===== src/rtl/srs_pkg.sv =====
// shared types, constants and the gray conversion for the seam row selector
// no dependencies
`default_nettype none

package srs_pkg;

    localparam int PIXEL_W = 24;
    localparam int GRAY_W  = 8;
    localparam int DEPTH_W = 5;
    localparam int LIMIT_W = 8;
    localparam int ADDR_W  = 3;
    localparam int DATA_W  = 32;

    // register word index taken from the byte address
    localparam logic REG_MEAN_DIFF_LIMIT = 1'b0;

    // item kinds
    localparam logic KIND_PAIR   = 1'b0;
    localparam logic KIND_FINISH = 1'b1;

    localparam logic [LIMIT_W-1:0] LIMIT_RESET = LIMIT_W'(12);

    typedef enum logic [2:0] {
        S_IDLE,
        S_ACC,
        S_ROW,
        S_FIN,
        S_EMIT
    } t_state;

    // controller to datapath
    typedef struct packed {
        logic latch;
        logic acc;
        logic row_close;
        logic fin_mul;
        logic emit;
    } t_cmd;

    // datapath to controller
    typedef struct packed {
        logic kind;
        logic row_end;
        logic out_free;
    } t_status;

    // gray = (11r + 16g + 5b) / 32, truncated
    function automatic logic [GRAY_W-1:0] gray_of(input logic [PIXEL_W-1:0] px);
        logic [12:0] r;
        logic [12:0] g;
        logic [12:0] b;
        logic [12:0] s;
        r = {5'd0, px[23:16]};
        g = {5'd0, px[15:8]};
        b = {5'd0, px[7:0]};
        s = (r << 3) + (r << 1) + r + (g << 4) + (b << 2) + b;
        return s[12:5];
    endfunction

endpackage

`default_nettype wire


===== src/rtl/srs_if.sv =====
// valid/ready channels for pixel pair items and seam depth items
// depends on srs_pkg
`default_nettype none

interface srs_in_if;
    logic                         valid;
    logic                         ready;
    logic                         kind;
    logic [srs_pkg::PIXEL_W-1:0]  old_pixel;
    logic [srs_pkg::PIXEL_W-1:0]  new_pixel;
    logic                         row_end;

    modport source (output valid, kind, old_pixel, new_pixel, row_end, input ready);
    modport sink   (input valid, kind, old_pixel, new_pixel, row_end, output ready);
endinterface

interface srs_out_if;
    logic                         valid;
    logic                         ready;
    logic [srs_pkg::DEPTH_W-1:0]  seam_depth;

    modport source (output valid, seam_depth, input ready);
    modport sink   (input valid, seam_depth, output ready);
endinterface

`default_nettype wire


===== src/rtl/srs_ctrl.sv =====
// controller state machine: sequences accumulate, row close and finish steps
// depends on srs_pkg
`default_nettype none

module srs_ctrl (
    input  wire                    i_clk,
    input  wire                    i_rst_n,
    input  wire                    i_in_valid,
    output logic                   o_in_ready,
    input  wire srs_pkg::t_status  i_status,
    output srs_pkg::t_cmd          o_cmd
);

    srs_pkg::t_state r_state;
    srs_pkg::t_state n_state;

    // state register
    always_ff @(posedge i_clk) begin
        if (!i_rst_n) begin
            r_state <= srs_pkg::S_IDLE;
        end else begin
            r_state <= n_state;
        end
    end

    // next state
    always_comb begin
        n_state = r_state;
        case (r_state)
            srs_pkg::S_IDLE: begin
                if (i_in_valid) begin
                    n_state = (i_status.kind == srs_pkg::KIND_FINISH) ?
                              srs_pkg::S_FIN : srs_pkg::S_ACC;
                end
            end
            srs_pkg::S_ACC: begin
                n_state = i_status.row_end ? srs_pkg::S_ROW : srs_pkg::S_IDLE;
            end
            srs_pkg::S_ROW:  n_state = srs_pkg::S_IDLE;
            srs_pkg::S_FIN:  n_state = srs_pkg::S_EMIT;
            srs_pkg::S_EMIT: begin
                if (i_status.out_free) begin
                    n_state = srs_pkg::S_IDLE;
                end
            end
            default: n_state = srs_pkg::S_IDLE;
        endcase
    end

    // outputs
    always_comb begin
        o_cmd      = '0;
        o_in_ready = 1'b0;
        case (r_state)
            srs_pkg::S_IDLE: begin
                o_in_ready  = 1'b1;
                o_cmd.latch = i_in_valid;
            end
            srs_pkg::S_ACC:  o_cmd.acc       = 1'b1;
            srs_pkg::S_ROW:  o_cmd.row_close = 1'b1;
            srs_pkg::S_FIN:  o_cmd.fin_mul   = 1'b1;
            srs_pkg::S_EMIT: o_cmd.emit      = i_status.out_free;
            default: begin
                o_cmd      = '0;
                o_in_ready = 1'b0;
            end
        endcase
    end

endmodule

`default_nettype wire


===== src/rtl/srs_dp.sv =====
// datapath: gray difference, row accumulation, best row tracking, output register
// depends on srs_pkg
`default_nettype none

module srs_dp #(
    parameter int MAX_DEPTH   = 24,
    parameter int MAX_SAMPLES = 2048
) (
    input  wire                            i_clk,
    input  wire                            i_rst_n,
    input  wire srs_pkg::t_cmd             i_cmd,
    output srs_pkg::t_status               o_status,
    input  wire                            i_kind,
    input  wire [srs_pkg::PIXEL_W-1:0]     i_old_pixel,
    input  wire [srs_pkg::PIXEL_W-1:0]     i_new_pixel,
    input  wire                            i_row_end,
    input  wire [srs_pkg::LIMIT_W-1:0]     i_mean_diff_limit,
    output logic                           o_out_valid,
    input  wire                            i_out_ready,
    output logic [srs_pkg::DEPTH_W-1:0]    o_seam_depth
);

    localparam int CNT_W  = $clog2(MAX_SAMPLES + 1);
    localparam int SUM_W  = $clog2(MAX_SAMPLES * 255 + 1);
    localparam int PROD_W = CNT_W + srs_pkg::LIMIT_W;

    logic                          r_kind;
    logic                          r_row_end;
    logic [srs_pkg::GRAY_W-1:0]    r_diff;
    logic [srs_pkg::DEPTH_W-1:0]   r_row_index;
    logic [SUM_W-1:0]              r_row_sum;
    logic [CNT_W-1:0]              r_cur_count;
    logic [CNT_W-1:0]              r_sample_count;
    logic [SUM_W-1:0]              r_best_sum;
    logic [srs_pkg::DEPTH_W-1:0]   r_best_depth;
    logic                          r_best_valid;
    logic [PROD_W-1:0]             r_prod;
    logic                          r_out_valid;
    logic [srs_pkg::DEPTH_W-1:0]   r_seam_depth;

    logic [srs_pkg::GRAY_W-1:0]    gray_old;
    logic [srs_pkg::GRAY_W-1:0]    gray_new;
    logic                          rows_full;
    logic                          out_free;
    logic                          seam_ok;

    assign gray_old  = srs_pkg::gray_of(i_old_pixel);
    assign gray_new  = srs_pkg::gray_of(i_new_pixel);
    assign rows_full = r_row_index >= srs_pkg::DEPTH_W'(MAX_DEPTH);
    assign out_free  = !r_out_valid || i_out_ready;
    assign seam_ok   = r_best_valid && (r_sample_count != '0) &&
                       (PROD_W'(r_best_sum) <= r_prod);

    assign o_status.kind     = i_kind;
    assign o_status.row_end  = r_row_end;
    assign o_status.out_free = out_free;

    // item capture and absolute gray difference
    always_ff @(posedge i_clk) begin
        if (i_cmd.latch) begin
            r_kind    <= i_kind;
            r_row_end <= i_row_end;
            r_diff    <= (gray_old > gray_new) ? (gray_old - gray_new)
                                               : (gray_new - gray_old);
        end
    end

    // finish threshold product
    always_ff @(posedge i_clk) begin
        if (i_cmd.fin_mul) begin
            r_prod <= PROD_W'(i_mean_diff_limit) * PROD_W'(r_sample_count);
        end
    end

    // row accumulation and best row tracking, cleared on reset and on emit
    always_ff @(posedge i_clk) begin
        if (!i_rst_n || i_cmd.emit) begin
            r_row_index    <= '0;
            r_row_sum      <= '0;
            r_cur_count    <= '0;
            r_sample_count <= '0;
            r_best_sum     <= '1;
            r_best_depth   <= '0;
            r_best_valid   <= 1'b0;
        end else if (i_cmd.acc && !rows_full && r_kind == srs_pkg::KIND_PAIR) begin
            if (r_cur_count < CNT_W'(MAX_SAMPLES)) begin
                r_row_sum   <= r_row_sum + SUM_W'(r_diff);
                r_cur_count <= r_cur_count + 1'b1;
            end
        end else if (i_cmd.row_close && !rows_full) begin
            if (r_cur_count != '0 && (!r_best_valid || r_row_sum < r_best_sum)) begin
                r_best_sum     <= r_row_sum;
                r_best_depth   <= r_row_index + 1'b1;
                r_sample_count <= r_cur_count;
                r_best_valid   <= 1'b1;
            end
            r_row_index <= r_row_index + 1'b1;
            r_row_sum   <= '0;
            r_cur_count <= '0;
        end
    end

    // output register
    always_ff @(posedge i_clk) begin
        if (!i_rst_n) begin
            r_out_valid <= 1'b0;
        end else if (i_cmd.emit) begin
            r_out_valid <= 1'b1;
        end else if (i_out_ready) begin
            r_out_valid <= 1'b0;
        end
    end

    always_ff @(posedge i_clk) begin
        if (i_cmd.emit) begin
            r_seam_depth <= seam_ok ? r_best_depth : '0;
        end
    end

    assign o_out_valid  = r_out_valid;
    assign o_seam_depth = r_seam_depth;

endmodule

`default_nettype wire


===== src/rtl/seam_row_selector.sv =====
// seam row selector top: config register port, controller and datapath
// depends on srs_pkg, srs_if, srs_ctrl, srs_dp
// a pixel pair item is latched in idle, then accumulated, plus a row close step when it ends a row
// a finish item runs the finish product step and then emit, which waits while out is stalled
// one item at a time through the controller sequence; a new item is accepted only in idle
// reset: synchronous active-low; clears seam state and sets mean_diff_limit to 12
`default_nettype none

module seam_row_selector #(
    parameter int MAX_DEPTH   = 24,
    parameter int MAX_SAMPLES = 2048
) (
    input  wire                            i_clk,
    input  wire                            i_rst_n,
    srs_in_if.sink                         i_in,
    srs_out_if.source                      o_out,
    input  wire                            psel,
    input  wire                            penable,
    input  wire                            pwrite,
    input  wire [srs_pkg::ADDR_W-1:0]      paddr,
    input  wire [srs_pkg::DATA_W-1:0]      pwdata,
    output logic [srs_pkg::DATA_W-1:0]     prdata,
    output logic                           pready
);

    logic [srs_pkg::LIMIT_W-1:0] r_mean_diff_limit;
    srs_pkg::t_cmd               cmd;
    srs_pkg::t_status            status;
    logic                        in_ready;
    logic                        hit;

    assign hit    = paddr[2] == srs_pkg::REG_MEAN_DIFF_LIMIT;
    assign pready = 1'b1;

    // config register write
    always_ff @(posedge i_clk) begin
        if (!i_rst_n) begin
            r_mean_diff_limit <= srs_pkg::LIMIT_RESET;
        end else if (psel && penable && pwrite && hit) begin
            r_mean_diff_limit <= pwdata[srs_pkg::LIMIT_W-1:0];
        end
    end

    // config register read
    always_comb begin
        prdata = '0;
        if (hit) begin
            prdata = {{(srs_pkg::DATA_W - srs_pkg::LIMIT_W){1'b0}}, r_mean_diff_limit};
        end
    end

    srs_ctrl u_ctrl (
        .i_clk      (i_clk),
        .i_rst_n    (i_rst_n),
        .i_in_valid (i_in.valid),
        .o_in_ready (in_ready),
        .i_status   (status),
        .o_cmd      (cmd)
    );

    srs_dp #(
        .MAX_DEPTH   (MAX_DEPTH),
        .MAX_SAMPLES (MAX_SAMPLES)
    ) u_dp (
        .i_clk             (i_clk),
        .i_rst_n           (i_rst_n),
        .i_cmd             (cmd),
        .o_status          (status),
        .i_kind            (i_in.kind),
        .i_old_pixel       (i_in.old_pixel),
        .i_new_pixel       (i_in.new_pixel),
        .i_row_end         (i_in.row_end),
        .i_mean_diff_limit (r_mean_diff_limit),
        .o_out_valid       (o_out.valid),
        .i_out_ready       (o_out.ready),
        .o_seam_depth      (o_out.seam_depth)
    );

    assign i_in.ready = in_ready;

endmodule

`default_nettype wire

===== src/flat_wrapper.sv =====
// flat-port wrapper written by rule: the top's interface ports become plain ports
module seam_row_selector_flat 
#(
    parameter int MAX_DEPTH   = 24,
    parameter int MAX_SAMPLES = 2048
)
  (i_clk, i_rst_n, psel, penable, pwrite, paddr, pwdata, prdata, pready, i_in_valid, i_in_kind, i_in_old_pixel, i_in_new_pixel, i_in_row_end, i_in_ready, o_out_valid, o_out_seam_depth, o_out_ready);
  srs_in_if i_in_i ();
  srs_out_if o_out_i ();
  input  wire i_clk;
  input  wire i_rst_n;
  input  wire psel;
  input  wire penable;
  input  wire pwrite;
  input  wire [srs_pkg::ADDR_W-1:0] paddr;
  input  wire [srs_pkg::DATA_W-1:0] pwdata;
  output logic [srs_pkg::DATA_W-1:0] prdata;
  output logic pready;
  input wire logic [$bits(i_in_i.valid)-1:0] i_in_valid;
  input wire logic [$bits(i_in_i.kind)-1:0] i_in_kind;
  input wire logic [$bits(i_in_i.old_pixel)-1:0] i_in_old_pixel;
  input wire logic [$bits(i_in_i.new_pixel)-1:0] i_in_new_pixel;
  input wire logic [$bits(i_in_i.row_end)-1:0] i_in_row_end;
  output wire logic [$bits(i_in_i.ready)-1:0] i_in_ready;
  output wire logic [$bits(o_out_i.valid)-1:0] o_out_valid;
  output wire logic [$bits(o_out_i.seam_depth)-1:0] o_out_seam_depth;
  input wire logic [$bits(o_out_i.ready)-1:0] o_out_ready;
  assign i_in_i.valid = i_in_valid;
  assign i_in_i.kind = i_in_kind;
  assign i_in_i.old_pixel = i_in_old_pixel;
  assign i_in_i.new_pixel = i_in_new_pixel;
  assign i_in_i.row_end = i_in_row_end;
  assign i_in_ready = i_in_i.ready;
  assign o_out_valid = o_out_i.valid;
  assign o_out_seam_depth = o_out_i.seam_depth;
  assign o_out_i.ready = o_out_ready;
  seam_row_selector #(.MAX_DEPTH(MAX_DEPTH), .MAX_SAMPLES(MAX_SAMPLES)) u_core (.i_clk(i_clk), .i_rst_n(i_rst_n), .i_in(i_in_i), .o_out(o_out_i), .psel(psel), .penable(penable), .pwrite(pwrite), .paddr(paddr), .pwdata(pwdata), .prdata(prdata), .pready(pready));
endmodule

===== config.mk =====
export PLATFORM = sky130hd
export DESIGN_NAME = seam_row_selector_flat
export DESIGN_NICKNAME = d
export VERILOG_FILES = /design/src/rtl/srs_pkg.sv /design/src/rtl/srs_if.sv /design/src/rtl/srs_ctrl.sv /design/src/rtl/srs_dp.sv /design/src/rtl/seam_row_selector.sv /design/src/flat_wrapper.sv
export SDC_FILE = /design/constraint.sdc
export NUM_CORES = 1
export LEC_CHECK = 0
export BUFFER_PORTS_ARGS = -buffer_cell sky130_fd_sc_hd__buf_2
export CORE_MARGIN = 5
export CORE_UTILIZATION = 30
export CTS_CLUSTER_DIAMETER = 30
export DETAILED_ROUTE_END_ITERATION = 10
export GPL_TIMING_DRIVEN = 0
export PLACE_DENSITY = 0.49
export SETUP_SLACK_MARGIN = 0.05
export SLEW_MARGIN = 5
export SYNTH_ARGS = -nofsm -noshare
export SYNTH_HDL_FRONTEND = slang
export SYNTH_SLANG_ARGS = --single-unit

===== constraint.sdc =====
create_clock -name i_clk -period 10.3 [get_ports i_clk]
set_input_delay 1.03 -clock i_clk [delete_from_list [all_inputs] [get_ports i_clk]]
set_output_delay 1.03 -clock i_clk [all_outputs]
set_load 0.02 [all_outputs]

---- After elaboration in Yosys (flattened, before gate mapping) ----
Index checks and enable logic that the tools add are counted.
storage, ports and cells
  bits in registers ....................... 120
  bits of input ports ..................... 92
  output and inout bits ................... 40
  word-level logic and storage cells ...... 92
operators by class
  add/sub/neg operators ................... 15
  $mul .................................... 1
  order comparisons ....................... 5
  eq/ne operators ......................... 7
  multiplexer cells ....................... 21
  bitwise logic cells ..................... 3
  reduce and logical (&&, ||, !) cells .... 25
operators with widths
  cell                                                  count
  2-to-1 mux 19 bit                                     3
  2-to-1 mux 12 bit                                     3
  adder 12 x 8 -> 13 bit                                2
  adder 13 x 10 -> 13 bit                               2
  adder 13 x 12 -> 13 bit                               2
  adder 13 x 8 -> 13 bit                                2
  adder 11 x 9 -> 12 bit                                2
  nonzero test 12 bit                                   2
  <= comparator 19 x 20 -> 1 bit                        1
  multiplier 8 x 12 -> 20 bit                           1
  adder 19 x 8 -> 19 bit                                1
  < comparator 19 bit                                   1
  2-to-1 mux 8 bit                                      2
  subtractor 8 bit                                      2
  adder 12 x 1 -> 12 bit (second input constant)        1
  < comparator 12 bit (second input constant)           1
  case mux 3 bit (4 select lines)                       1
  logical AND 1 bit                                     9
  > comparator 8 bit                                    1
  2-to-1 mux 1 bit                                      8
  equality test 3 x 2 -> 1 bit (second input constant)  2
  2-to-1 mux 3 bit                                      2
  AND reduction 2 bit                                   3
  adder 5 x 1 -> 5 bit (second input constant)          1
  12 further kinds                                      22

---- Logic depth before layout (Yosys ltp) ----
Gate-level depths: netlist of run 1.
  depth in word-level cells ............... 7
  mapped depth ............................ 22
  mapped depth without buffers ............ 22

---- By module ----
Synthesis of run 1 repeated with hierarchy kept, for this count alone.
unflattened totals
  cell total of the unflattened synthesis .. 1358
  area total of the unflattened synthesis .. 12149.2 um2
by module, submodules not included
  module             times used  cells each  area each (um2)  seq. area each (um2)
  srs_dp             1           1271        11390.9          2532.4
  seam_row_selector  1           70          600.6            160.2
  srs_ctrl           1           17          157.7            60.1

---- Least setup slack after synthesis of run 1 ----
OpenSTA, ideal clock, no wires.
  kind .................................... input to register
  from .................................... in i_in_new_pixel[2]
  to ...................................... reg u_core.u_dp.r_diff[5] (netlist name), data pin
  setup time .............................. 0.258 ns
  arrival time ............................ 5.863 ns
  required time ........................... 10.042 ns
  slack ................................... 4.179 ns
  cell stages on the path ................. 20
  buffers on the path ..................... 0
  cell sequence ........................... inv_1 fa_1 inv_1 fa_1 fa_1 ha_1 a31oi_1 o21bai_1 a2111oi_2 nor2_1 o41ai_2 xor2_1 ha_1 nand4_1 or4_4 o21ai_4 mux2i_1 o21ai_1 a21oi_1 xnor2_1
between the ends
  longest elaborated chain between the ends .. 4
  elaborated cells on any way between the ends .. 6
  those cells by class .................... add/sub (4); order compare (1); mux (1)
ends and longest elaborated chain
  item                                            line                RTL
  start: declaration                              flat_wrapper.sv:22  input wire logic [$bits(i_in_i.new_pixel)-1:0] i_in_new_pixel;
  adder 13 x 10 -> 13 bit                         srs_pkg.sv:56       s = (r << 3) + (r << 1) + r + (g << 4) + (b << 2) + b;
  adder 13 x 8 -> 13 bit (*)                      srs_pkg.sv:56
  subtractor 8 bit, or another cell as far along  srs_dp.sv:64        : (gray_new - gray_old);
  2-to-1 mux 8 bit (*)                            srs_dp.sv:63        r_diff <= (gray_old > gray_new) ? (gray_old - gray_new)
  end signal: assignment                          srs_dp.sv:63
  end: declaration                                srs_dp.sv:29        logic [srs_pkg::GRAY_W-1:0] r_diff;
Mark *: on every way between the ends. The rest lies on a longest branch, timed or not.
A chain may end at the register's enable or synchronous reset.

---- Final worst setup path of run 1 ----
Same ends and word-level chain as after synthesis.

==> impl_metrics.toml, run 1 <==
[critical_path]
critPathLaunchType = "input port"
required_ns = 10.46
critPathMaxFanout = 10
worstSetupPathType = "input port to flop"
worstSetupEndpointType = "flop"
worst_ep_arrival_time_ns = 6.51

[sta]
max_freq_mhz = 157
worstMarginPinSlew_ns = 0.996
fin_skew_ns = 0.0131
finalSetupViolations = 0
final.min_clock_period_ns = 6.35
slew_headroom_pct = 33.6
timing.final.crit_share_pct = 61.7
fin_tns_setup_ns = 0
final_hold_viol_count = 0
finalMaxSlewViolations = 0
rsz0062_at_grt = "no"
holdWs_ns = 0.481

[floorplanning]
die_w_um = 210
die_h_um = 210
io_pins = 132
core_sq_um = 39600
dieArea_sq_um = 44100
rows = 73
start_util_pct = 30.3

[power_and_ir_drop]
pwr-share-comb_pct = 55.7
powerDensity_nw_per_um2 = 200
vdd_drop_max_mv = 0.193
p_sw_mw = 1.12
p_leak_nw = 6.75
seq_power_share_pct = 21.5
p_sw_share_pct = 40.7
power.internal_mw = 1.63
clkPwrFrac_pct = 22.8

[routing]
via_per_inst = 4.52
vias = 9049
drc = 0
wl_per_cell_um = 13.9
dr.pass1.iters = 5
top_layer = "met5"
wl_met2_um = 12700
drt-met1-wl_um = 14100
wirelength_um = 27900
drtIter0Drc = 381
wl_met3_um = 830
drtAntennaViolNets = 0

[clock_tree]
cts.sinks = 120
ctsResizeCount = 0
root_buffer = "clkbuf_16"
cts.clk_slew.worst_paths_ns = 0.06
clk_latency_ns = 0.42
ctsHoldBuffers = 0
cts_tree = "built"
htree_num_levels = 4
cts_buffers = 17
postCtsSetupRepairBufs = 0
cts_buffer_depth = 2

[min_path]
hold_path.class = "flop to flop"

[final_layout]
layoutNonFillerInstCount = 2001
n_antenna_cell = 0
area_growth_pct = 14.6
nets = 1803
drive_gt1_share_pct = 11.4
stdcell_area_sq_um = 13700

[global_route]
grt_start_max_net_pins = 22
gr-total-overflow = 0
grt_first_pass_wirelength_um = 46400
grt_antenna_before_repair = 1
grt_usage_pct = 12.8
grt_pass1_vias = 9210

[placed_design]
dpl.hpwl_um = 23000
port_buffers = 80
dp.cells = 1969
dpl_cell_area_sq_um = 13100
place.gp.congestion = 0.810

[logic_synthesis]
ys_types = 71
ys_warn_count = 0
synthCells = 1341
synth_enable_flop_cells = 35
ys_ff_latch = 120
syn_area_per_cell_sq_um = 8.95
synthFlopType = "dfxtp_1"
async_flop_share_pct = 0
ys_seq_area_share_pct = 22.9
syn_area_sq_um = 12000

[run_status]
outcome = "finished, final reports clean"

[job]
max_cap_violations = 0
==> layout make-up <==
cell class | count | area (sq um)
Fill cell | 4241 | 25900
Buffer | 72 | 385
Tap cell | 525 | 657
Clock buffer | 18 | 439
Inverter | 248 | 931
Timing Repair Buffer | 80 | 400
Sequential cell | 120 | 2750
Clock inverter | 14 | 168
Multi-Input combinational cell | 924 | 8020
==> per-stage QoR <==
stage	setup slack, ns	utilization [%]	total power, mW
after floorplan	4.18	-	1.81
after global placement	3.52	33.2	2.13
after detailed placement	3.46	33.2	2.14
after CTS	3.90	34.7	2.78
after global routing	3.49	34.7	3.01
final	3.95	34.7	2.75
==> worst paths after layout <==
| check | start | cells past startpoint | endpoint | slack (ns) |
|---|---|---|---|---|
| setup reg to reg | u_core.r_mean_diff_limit[4]$_SDFFE_PN0P_ | 15 | u_core.u_dp.r_prod[19]$_DFFE_PP_ | 4.70 |
| hold / removal | u_core.u_dp.r_row_index[1]$_SDFFE_PP0P_ | 2 | u_core.u_dp.r_row_index[1]$_SDFFE_PP0P_ | 0.48 |
| hold reg to reg | u_core.u_dp.r_row_index[1]$_SDFFE_PP0P_ | 2 | u_core.u_dp.r_row_index[1]$_SDFFE_PP0P_ | 0.48 |
| setup / recovery | i_in_new_pixel[2] | 21 | u_core.u_dp.r_diff[5]$_DFFE_PP_ | 3.95 |
==> cells in the mapped netlist, types with 7 or more instances <==
master    number  area, sq um
inv_1        248          931
ha_1         133         1660
fa_1         115         2300
nand2_1      101          379
dfxtp_1       85         1700
a21oi_1       64          320
and2_1        63          394
nor2_1        55          206
nand3_1       43          215
o21ai_0       42          210
clkbuf_1      38          143
edfxtp_1      35         1050
xnor2_1       31          272
buf_4         29          218
a21o_1        28          210
xor2_1        25          219
o211ai_1      22          165
nand4_1       14         87.6
nor3_1        14         70.1
o21a_1        14          105
nor2b_1       12         75.1
o21bai_1      11         82.6
a22oi_1        9         67.6
a21boi_0       7         52.6
and3_1         7         43.8
==> layer usage <==
layer | GRT usage, % | vias to the layer above
li1 | - | 4593
met5 | 0 | -
met2 | 20.4 | 121
met4 | 2.79 | 2
met1 | 18.5 | 4314
met3 | 1.89 | 19
==> cells by family after synthesis <==
kind of cell / count (synthesis) / share of synthesized area, %
buffers and inverters: 320 / 11.0
AND/OR/NAND/NOR: 352 / 15.2
adder cells (fa/ha/maj): 248 / 33.1
flip-flops: 120 / 22.9
XOR/XNOR: 56 / 4.09
multiplexers: 8 / 0.740
other: 2 / 0.0626
AO/OA/AOI/OAI: 235 / 13.0
==> worst max-delay path, cell delays in order <==
cell       delay, ns
buf_2           0.08
inv_1           0.07
fa_1            0.54
inv_1           0.05
fa_1            0.50
fa_1            0.49
ha_1            0.30
a31oi_1         0.28
o21bai_1        0.17
a2111oi_2       0.44
o21bai_1        0.19
a21oi_2         0.22
xor2_1          0.09
ha_1            0.38
nand4_1         0.16
or4_4           0.52
o21ai_4         0.18
mux2i_1         0.41
o21ai_1         0.12
a21oi_1         0.19
xnor2_1         0.11
==> flip-flops by register name, indices dropped and copies added (netlist names) <==
signal                      flops
u_core.u_dp.r_prod             20
u_core.u_dp.r_row_index         5
u_core.r_mean_diff_limit        8
u_core.u_ctrl.r_state           3
u_core.u_dp.r_kind              1
u_core.u_dp.o_seam_depth        5
u_core.u_dp.r_cur_count        12
u_core.u_dp.o_out_valid         1
u_core.u_dp.r_best_depth        5
u_core.u_dp.r_row_end           1
u_core.u_dp.r_best_valid        1
u_core.u_dp.r_row_sum          19
u_core.u_dp.r_best_sum         19
u_core.u_dp.r_diff              8
u_core.u_dp.r_sample_count     12
==> power by group through the flow <==
| stage | clock network [mW] | logic, mW | registers (mW) |
|---|---|---|---|
| after floorplan | 0 | 1.21 | 0.593 |
| after global placement | 0 | 1.52 | 0.602 |
| after detailed placement | 0 | 1.54 | 0.602 |
| after CTS | 0.637 | 1.55 | 0.592 |
| after global routing | 0.658 | 1.76 | 0.595 |
| final | 0.626 | 1.53 | 0.591 |
==> cell usage in the layout (no fill, tap or decap), drive strengths merged, types with 4 or more instances in the layout <==
cell,instances
xnor2,31
o21ai,48
conb,25
dfxtp,85
mux2,4
nor2b,12
o21bai,11
o21a,14
o211ai,22
or3,4
buf,114
and2,63
nor3,15
and3,7
nor4,6
nand3,43
a21oi,66
nand4,14
nor2,56
clkbuf,56
edfxtp,35
a211oi,7
and4,4
ha,133
nand2b,4
xor2,25
or4,6
a21o,29
mux2i,4
nand2,101
a22oi,9
fa,115
inv,253
a21boi,7
or2,4
No activity file was read; power rests on OpenSTA's default activity.
==> run 2: changes to the inputs <==
==> constraint.sdc (replaced) <==
create_clock -name i_clk -period 6.3 [get_ports i_clk]
set_input_delay 0.63 -clock i_clk [delete_from_list [all_inputs] [get_ports i_clk]]
set_output_delay 0.63 -clock i_clk [all_outputs]
set_load 0.02 [all_outputs]
==> impl_metrics.toml, run 2 (same netlist as run 1, synthesis figures left out) <==
[critical_path]
critPathLaunchType = "input port"
rr_startpoint = "u_core.r_mean_diff_limit[4]$_SDFFE_PN0P_"
crit_end = "u_core.u_dp.r_diff[5]$_DFFE_PP_"
worstSetupEndpointType = "flop"
reg2reg_depth = 15
worst_r2r_endpoint = "u_core.u_dp.r_prod[19]$_DFFE_PP_"
required_ns = 6.46
r2r_slack_ns = 0.70
worst_ep_arrival_time_ns = 5.97
critPathLaunch = "i_in_new_pixel[2]"
worstSetupPathType = "input port to flop"
critPathMaxFanout = 10

[routing]
wirelength_um = 27900
dr.pass1.iters = 5
via_per_inst = 4.52
wl_per_cell_um = 13.9
drtIter0Drc = 377
vias = 9050
drc = 0
drtAntennaViolNets = 0

[global_route]
grt_start_max_net_pins = 22
grt_first_pass_wirelength_um = 46400
grt_antenna_before_repair = 1
gr-total-overflow = 0
grt_pass1_vias = 9210
grt_usage_pct = 12.8

[job]
max_cap_violations = 0

[sta]
rsz0062_at_grt = "no"
finalSetupViolations = 0
fin_ws_ns = 0.489
slew_headroom_pct = 33.4
final.min_clock_period_ns = 5.81
final_hold_viol_count = 0
worstMarginPinSlew_ns = 0.999
max_freq_mhz = 172
fin_skew_ns = 0.0139
timing.final.crit_share_pct = 92.2
fin_tns_setup_ns = 0
finalMaxSlewViolations = 0

[placed_design]
dpl_cell_area_sq_um = 13100
dpl.hpwl_um = 23000
place.gp.congestion = 0.810
port_buffers = 80
post-place-ws_ns = -0.145

[clock_tree]
cts.clk_slew.worst_paths_ns = 0.06
ctsHoldBuffers = 0
clk_latency_ns = 0.42
root_buffer = "clkbuf_16"
cts.sinks = 120
cts_buffer_depth = 2
cts_buffers = 17
cts_tree = "built"
postCtsSetupRepairBufs = 0
htree_num_levels = 4

[power_and_ir_drop]
powerDensity_nw_per_um2 = 332
power_mw = 4.57
p_leak_nw = 6.74
vdd_drop_max_mv = 0.360

[floorplanning]
rows = 73
start_util_pct = 30.3
die_h_um = 210
io_pins = 132
dieArea_sq_um = 44100
die_w_um = 210
core_sq_um = 39600

[final_layout]
mostFrequentLayoutCell = "inv_1"
stdcell_area_sq_um = 13800
largest_register = "u_core.u_dp.r_prod"
drive_gt1_share_pct = 11.6
n_antenna_cell = 0
multi_input_area_sq_um = 8040
nets = 1803
final.fill_count = 4237
seq_area_sq_um = 2750
layout_common_cells = "inv_1, ha_1, fa_1, nand2_1"
area_growth_pct = 14.7
largest_reg_flops = 20
reg.largest.list = "u_core.u_dp.r_prod: 20 flops, u_core.u_dp.r_best_sum: 19 flops, u_core.u_dp.r_row_sum: 19 flops"

[run_status]
outcome = "finished, final reports clean"

[min_path]
hold_path.class = "input port to flop"
==> run 2: cell counts in the layout (fill, tap and decap cells not counted) <==
Identical to the previous run, type by type.
==> run 2: cell type report <==
class,count,share of cell area [%]
Clock buffer,18,3.19
Multi-Input combinational cell,924,58.4
Inverter,248,6.76
Clock inverter,14,1.22
Tap cell,525,4.77
Sequential cell,120,20.0
Buffer,72,2.80
Timing Repair Buffer,80,2.91
==> run 2: layer usage <==
metal | part of all wire, % | vias up | wire [um] | GRT usage, %
met5 | 0.025 | - | 7 | 0
met4 | 1.0 | 2 | 284 | 2.79
met3 | 3.0 | 19 | 849 | 1.89
met2 | 45 | 127 | 12700 | 20.4
met1 | 50 | 4305 | 14100 | 18.5
li1 | - | 4597 | - | -
==> run 2: what timing repair did <==
| action | CTS | global route |
|---|---|---|
| gates resized for setup | 0 | 3 |
| setup endpoints to repair | 0 | 2 |
| endpoints found under the hold margin | 0 | 0 |
==> run 2: per-stage QoR <==
step           utilization (%)  hold slack (ns)  instances
6_report                  34.7            0.391       2001
5_1_grt                   34.7            0.375       2001
4_1_cts                   34.7            0.377       2001
3_5_place_dp              33.2            0.470       1969
3_3_place_gp              33.2            0.467       1969
2_1_floorplan                -            0.449       1364
==> run 2: worst max-delay path, cell delays in order <==
cell and delay (ns):
buf_2 0.08, inv_1 0.07, fa_1 0.54, inv_1 0.05
fa_1 0.50, fa_1 0.49, ha_1 0.31, a31oi_2 0.21
o21bai_1 0.15, a2111oi_2 0.44, o21bai_1 0.19, a21oi_2 0.22
xor2_1 0.09, ha_1 0.38, nand4_1 0.16, or4_4 0.52
o21ai_4 0.19, mux2i_4 0.35, o21ai_1 0.10, a21oi_1 0.19
xnor2_1 0.11
==> run 2: power breakdown <==
group          leakage, nW  switching [mW]  internal (mW)
logic                 5.45            1.44           1.13
clock network        0.291           0.390          0.635
registers            0.998          0.0297          0.937
==> run 2: how the worst min path moves through the flow <==
stage / from / endpoint / slack, ns / cells after the start
after floorplan: u_core.u_dp.r_best_depth[0]$_SDFFE_PP0P_ / u_core.u_dp.r_best_depth[0]$_SDFFE_PP0P_ / 0.45 / 2
after global placement: u_core.u_dp.r_row_index[1]$_SDFFE_PP0P_ / u_core.u_dp.r_row_index[1]$_SDFFE_PP0P_ / 0.47 / 2
after detailed placement: u_core.u_dp.r_row_index[1]$_SDFFE_PP0P_ / u_core.u_dp.r_row_index[1]$_SDFFE_PP0P_ / 0.47 / 2
after CTS: i_in_row_end / u_core.u_dp.r_row_end$_DFFE_PP_ / 0.38 / 1
after global routing: i_in_row_end / u_core.u_dp.r_row_end$_DFFE_PP_ / 0.38 / 1
final: i_in_row_end / u_core.u_dp.r_row_end$_DFFE_PP_ / 0.39 / 1
==> run 3: changes to the inputs <==
--- a/config.mk
+++ b/config.mk
@@ -16,4 +16,5 @@
 export SLEW_MARGIN = 5
 export SYNTH_ARGS = -nofsm -noshare
 export SYNTH_HDL_FRONTEND = slang
+export SYNTH_HIERARCHICAL = 1
 export SYNTH_SLANG_ARGS = --single-unit
==> impl_metrics.toml, run 3 <==
[global_route]
gr-total-overflow = 0
grt_antenna_before_repair = 1
grt_usage_pct = 12.7
grt_start_max_net_pins = 22
grt_first_pass_wirelength_um = 46500
grt_pass1_vias = 9356

[logic_synthesis]
ys_types = 71
synth_enable_flop_cells = 35
ys_seq_area_share_pct = 22.7
ys_warn_count = 6
ys_ff_latch = 120
synth_top_area_cell = "fa_1"
synthFlopType = "dfxtp_1"
syn_area_sq_um = 12100
synthCells = 1358
async_flop_share_pct = 0
yosys-top-cells-area = "fa_1, ha_1, dfxtp_1"
yosysMostFrequentCell = "inv_1"
syn_area_per_cell_sq_um = 8.95
ys_top_cells_by_count = "inv_1, ha_1, fa_1"
yosysTopAreaCellShare_pct = 18.1

[clock_tree]
root_buffer = "clkbuf_16"
clk_latency_ns = 0.43
htree_num_levels = 4
cts.sinks = 120
cts_tree = "built"
ctsHoldBuffers = 0
postCtsSetupRepairBufs = 0
cts_buffers = 17
ctsResizeCount = 0
cts_buffer_depth = 2
cts.clk_slew.worst_paths_ns = 0.06

[floorplanning]
io_pins = 132
die_h_um = 211
core_sq_um = 39900
dieArea_sq_um = 44600
die_w_um = 211
start_util_pct = 30.4
rows = 73

[routing]
drtAntennaViolNets = 0
via_per_inst = 4.60
wirelength_um = 28000
drtIter0Drc = 338
drc = 0
vias = 9290
dr.pass1.iters = 5
wl_per_cell_um = 13.9

[final_layout]
mostFrequentLayoutCell = "inv_1"
layout_common_cells = "inv_1, ha_1, fa_1, nand2_1"
reg.largest.list = "u_core/u_dp/r_prod: 20 flops, u_core/u_dp/r_best_sum: 19 flops, u_core/u_dp/r_row_sum: 19 flops"
final.fill_count = 4195
drive_gt1_share_pct = 12.7
largest_register = "u_core/u_dp/r_prod"
area_growth_pct = 14.4
nets = 1824
largest_reg_flops = 20
utilization_pct = 34.8
multi_input_area_sq_um = 8170
seq_area_sq_um = 2750

[sta]
final_hold_viol_count = 0
finalSetupViolations = 0
rsz0062_at_grt = "no"
max_freq_mhz = 169
timing.final.crit_share_pct = 93.7
finalMaxSlewViolations = 0
final.min_clock_period_ns = 5.90
slew_headroom_pct = 15.1
holdWs_ns = 0.378
worstMarginPinSlew_ns = 1.26
fin_skew_ns = 0.0245

[placed_design]
port_buffers = 80
place.gp.congestion = 0.777
dpl.hpwl_um = 23300

[critical_path]
critPathLaunchType = "input port"
worstSetupPathType = "input port to flop"
worstSetupEndpointType = "flop"
required_ns = 6.48
worst_ep_arrival_time_ns = 6.08
critPathMaxFanout = 10

[power_and_ir_drop]
powerDensity_nw_per_um2 = 330
p_sw_share_pct = 40.4
power_mw = 4.59
vdd_drop_max_mv = 0.371
p_leak_nw = 6.92
pwr-share-comb_pct = 57.9
clkPwrFrac_pct = 21.0
power.internal_mw = 2.73
p_sw_mw = 1.85
seq_power_share_pct = 21.1

[run_status]
outcome = "finished, final reports clean"

[min_path]
hold_path.class = "input port to flop"

[job]
max_cap_violations = 0
-- run 3: cell count changes after synthesis, sizes merged, moves of 7 or more --
cell    delta
and2b      +7
ha         +9
inv       -13
mux2i     +10
nand2      -9
nand2b     +8
nand3     +14
nor2      +11
o21a       -8
o21ai      -8
xnor2      +9
xor2       -8
-- run 3: metrics by stage --
step,cells,setup slack [ns],cell area [sq um],TNS (ns)
after global placement,1986,-0.0637,13300,-0.0637
after CTS,2018,0.302,13900,0
after global routing,2018,0.0429,13900,0
after floorplan,1381,0.437,12200,0
final,2019,0.400,13900,0
after detailed placement,1986,-0.156,13300,-0.156
-- run 3: logic make-up (layout without fill, tap and decap cells) --
| logic type | Yosys count | count (layout) | synth area share, % |
|---|---|---|---|
| other cells | 2 | 26 | 0.0618 |
| buf+inv | 310 | 422 | 10.9 |
| simple gates | 391 | 391 | 16.9 |
| flops | 120 | 120 | 22.7 |
| fa+ha+maj | 252 | 252 | 32.7 |
| mux | 21 | 21 | 1.83 |
| compound gates | 205 | 205 | 10.9 |
| xor+xnor | 57 | 57 | 4.11 |
-- run 3: per-layer routing --
layer | part of all wire (%) | up-vias | GRT usage [%]
met3 | 3.2 | 24 | 2.50
met5 | 0 | - | 0
met4 | 1.3 | 0 | 3.29
met2 | 45 | 122 | 20.1
met1 | 50 | 4467 | 17.9
li1 | - | 4677 | -
-- run 3: final cells by class --
type / instances / share of cell area [%]
Multi-Input combinational cell: 951 / 58.8
Sequential cell: 120 / 19.8
Inverter: 235 / 6.35
Tap cell: 525 / 4.73
Clock buffer: 18 / 3.24
Buffer: 75 / 3.16
Timing Repair Buffer: 80 / 2.88
Clock inverter: 14 / 1.04
Antenna cell: 1 / 0.0180
-- run 3: worst paths after layout --
check             slack [ns]                                  endpoint                                     start  cells past startpoint
hold / removal          0.38           u_core/u_dp/r_row_end$_DFFE_PP_                              i_in_row_end                      1
setup reg to reg        1.11          u_core/u_dp/r_prod[19]$_DFFE_PP_  u_core/r_mean_diff_limit[2]$_SDFFE_PN1P_                     15
setup / recovery        0.40           u_core/u_dp/r_diff[5]$_DFFE_PP_                        i_in_old_pixel[16]                     26
hold reg to reg         0.48  u_core/u_dp/r_best_depth[1]$_SDFFE_PP0P_  u_core/u_dp/r_best_depth[1]$_SDFFE_PP0P_                      2
-- run 3: power by group through the flow --
stage                     Clock [mW]  Combinational, mW  Sequential (mW)
after floorplan                    0               2.18            0.974
after global placement             0               2.65            0.984
after detailed placement           0               2.69            0.984
after CTS                      0.992               2.70            0.967
after global routing            1.03               3.06            0.971
final                          0.966               2.65            0.966
-- run 3: worst max-delay path: stages --
cell      delay, ns
buf_2          0.12
ha_1           0.22
fa_1           0.41
a21oi_1        0.15
nor2_1         0.05
nor2_1         0.17
o21bai_1       0.11
a21oi_2        0.19
xnor2_1        0.15
fa_1           0.45
ha_1           0.32
ha_1           0.31
ha_1           0.32
o211a_1        0.16
nor2_1         0.13
nor2_1         0.05
or2_2          0.31
ha_1           0.29
clkbuf_2       0.17
a211oi_1       0.25
o22ai_1        0.12
o22ai_1        0.17
buf_6          0.19
mux2_4         0.32
a211oi_2       0.24
xnor2_1        0.09
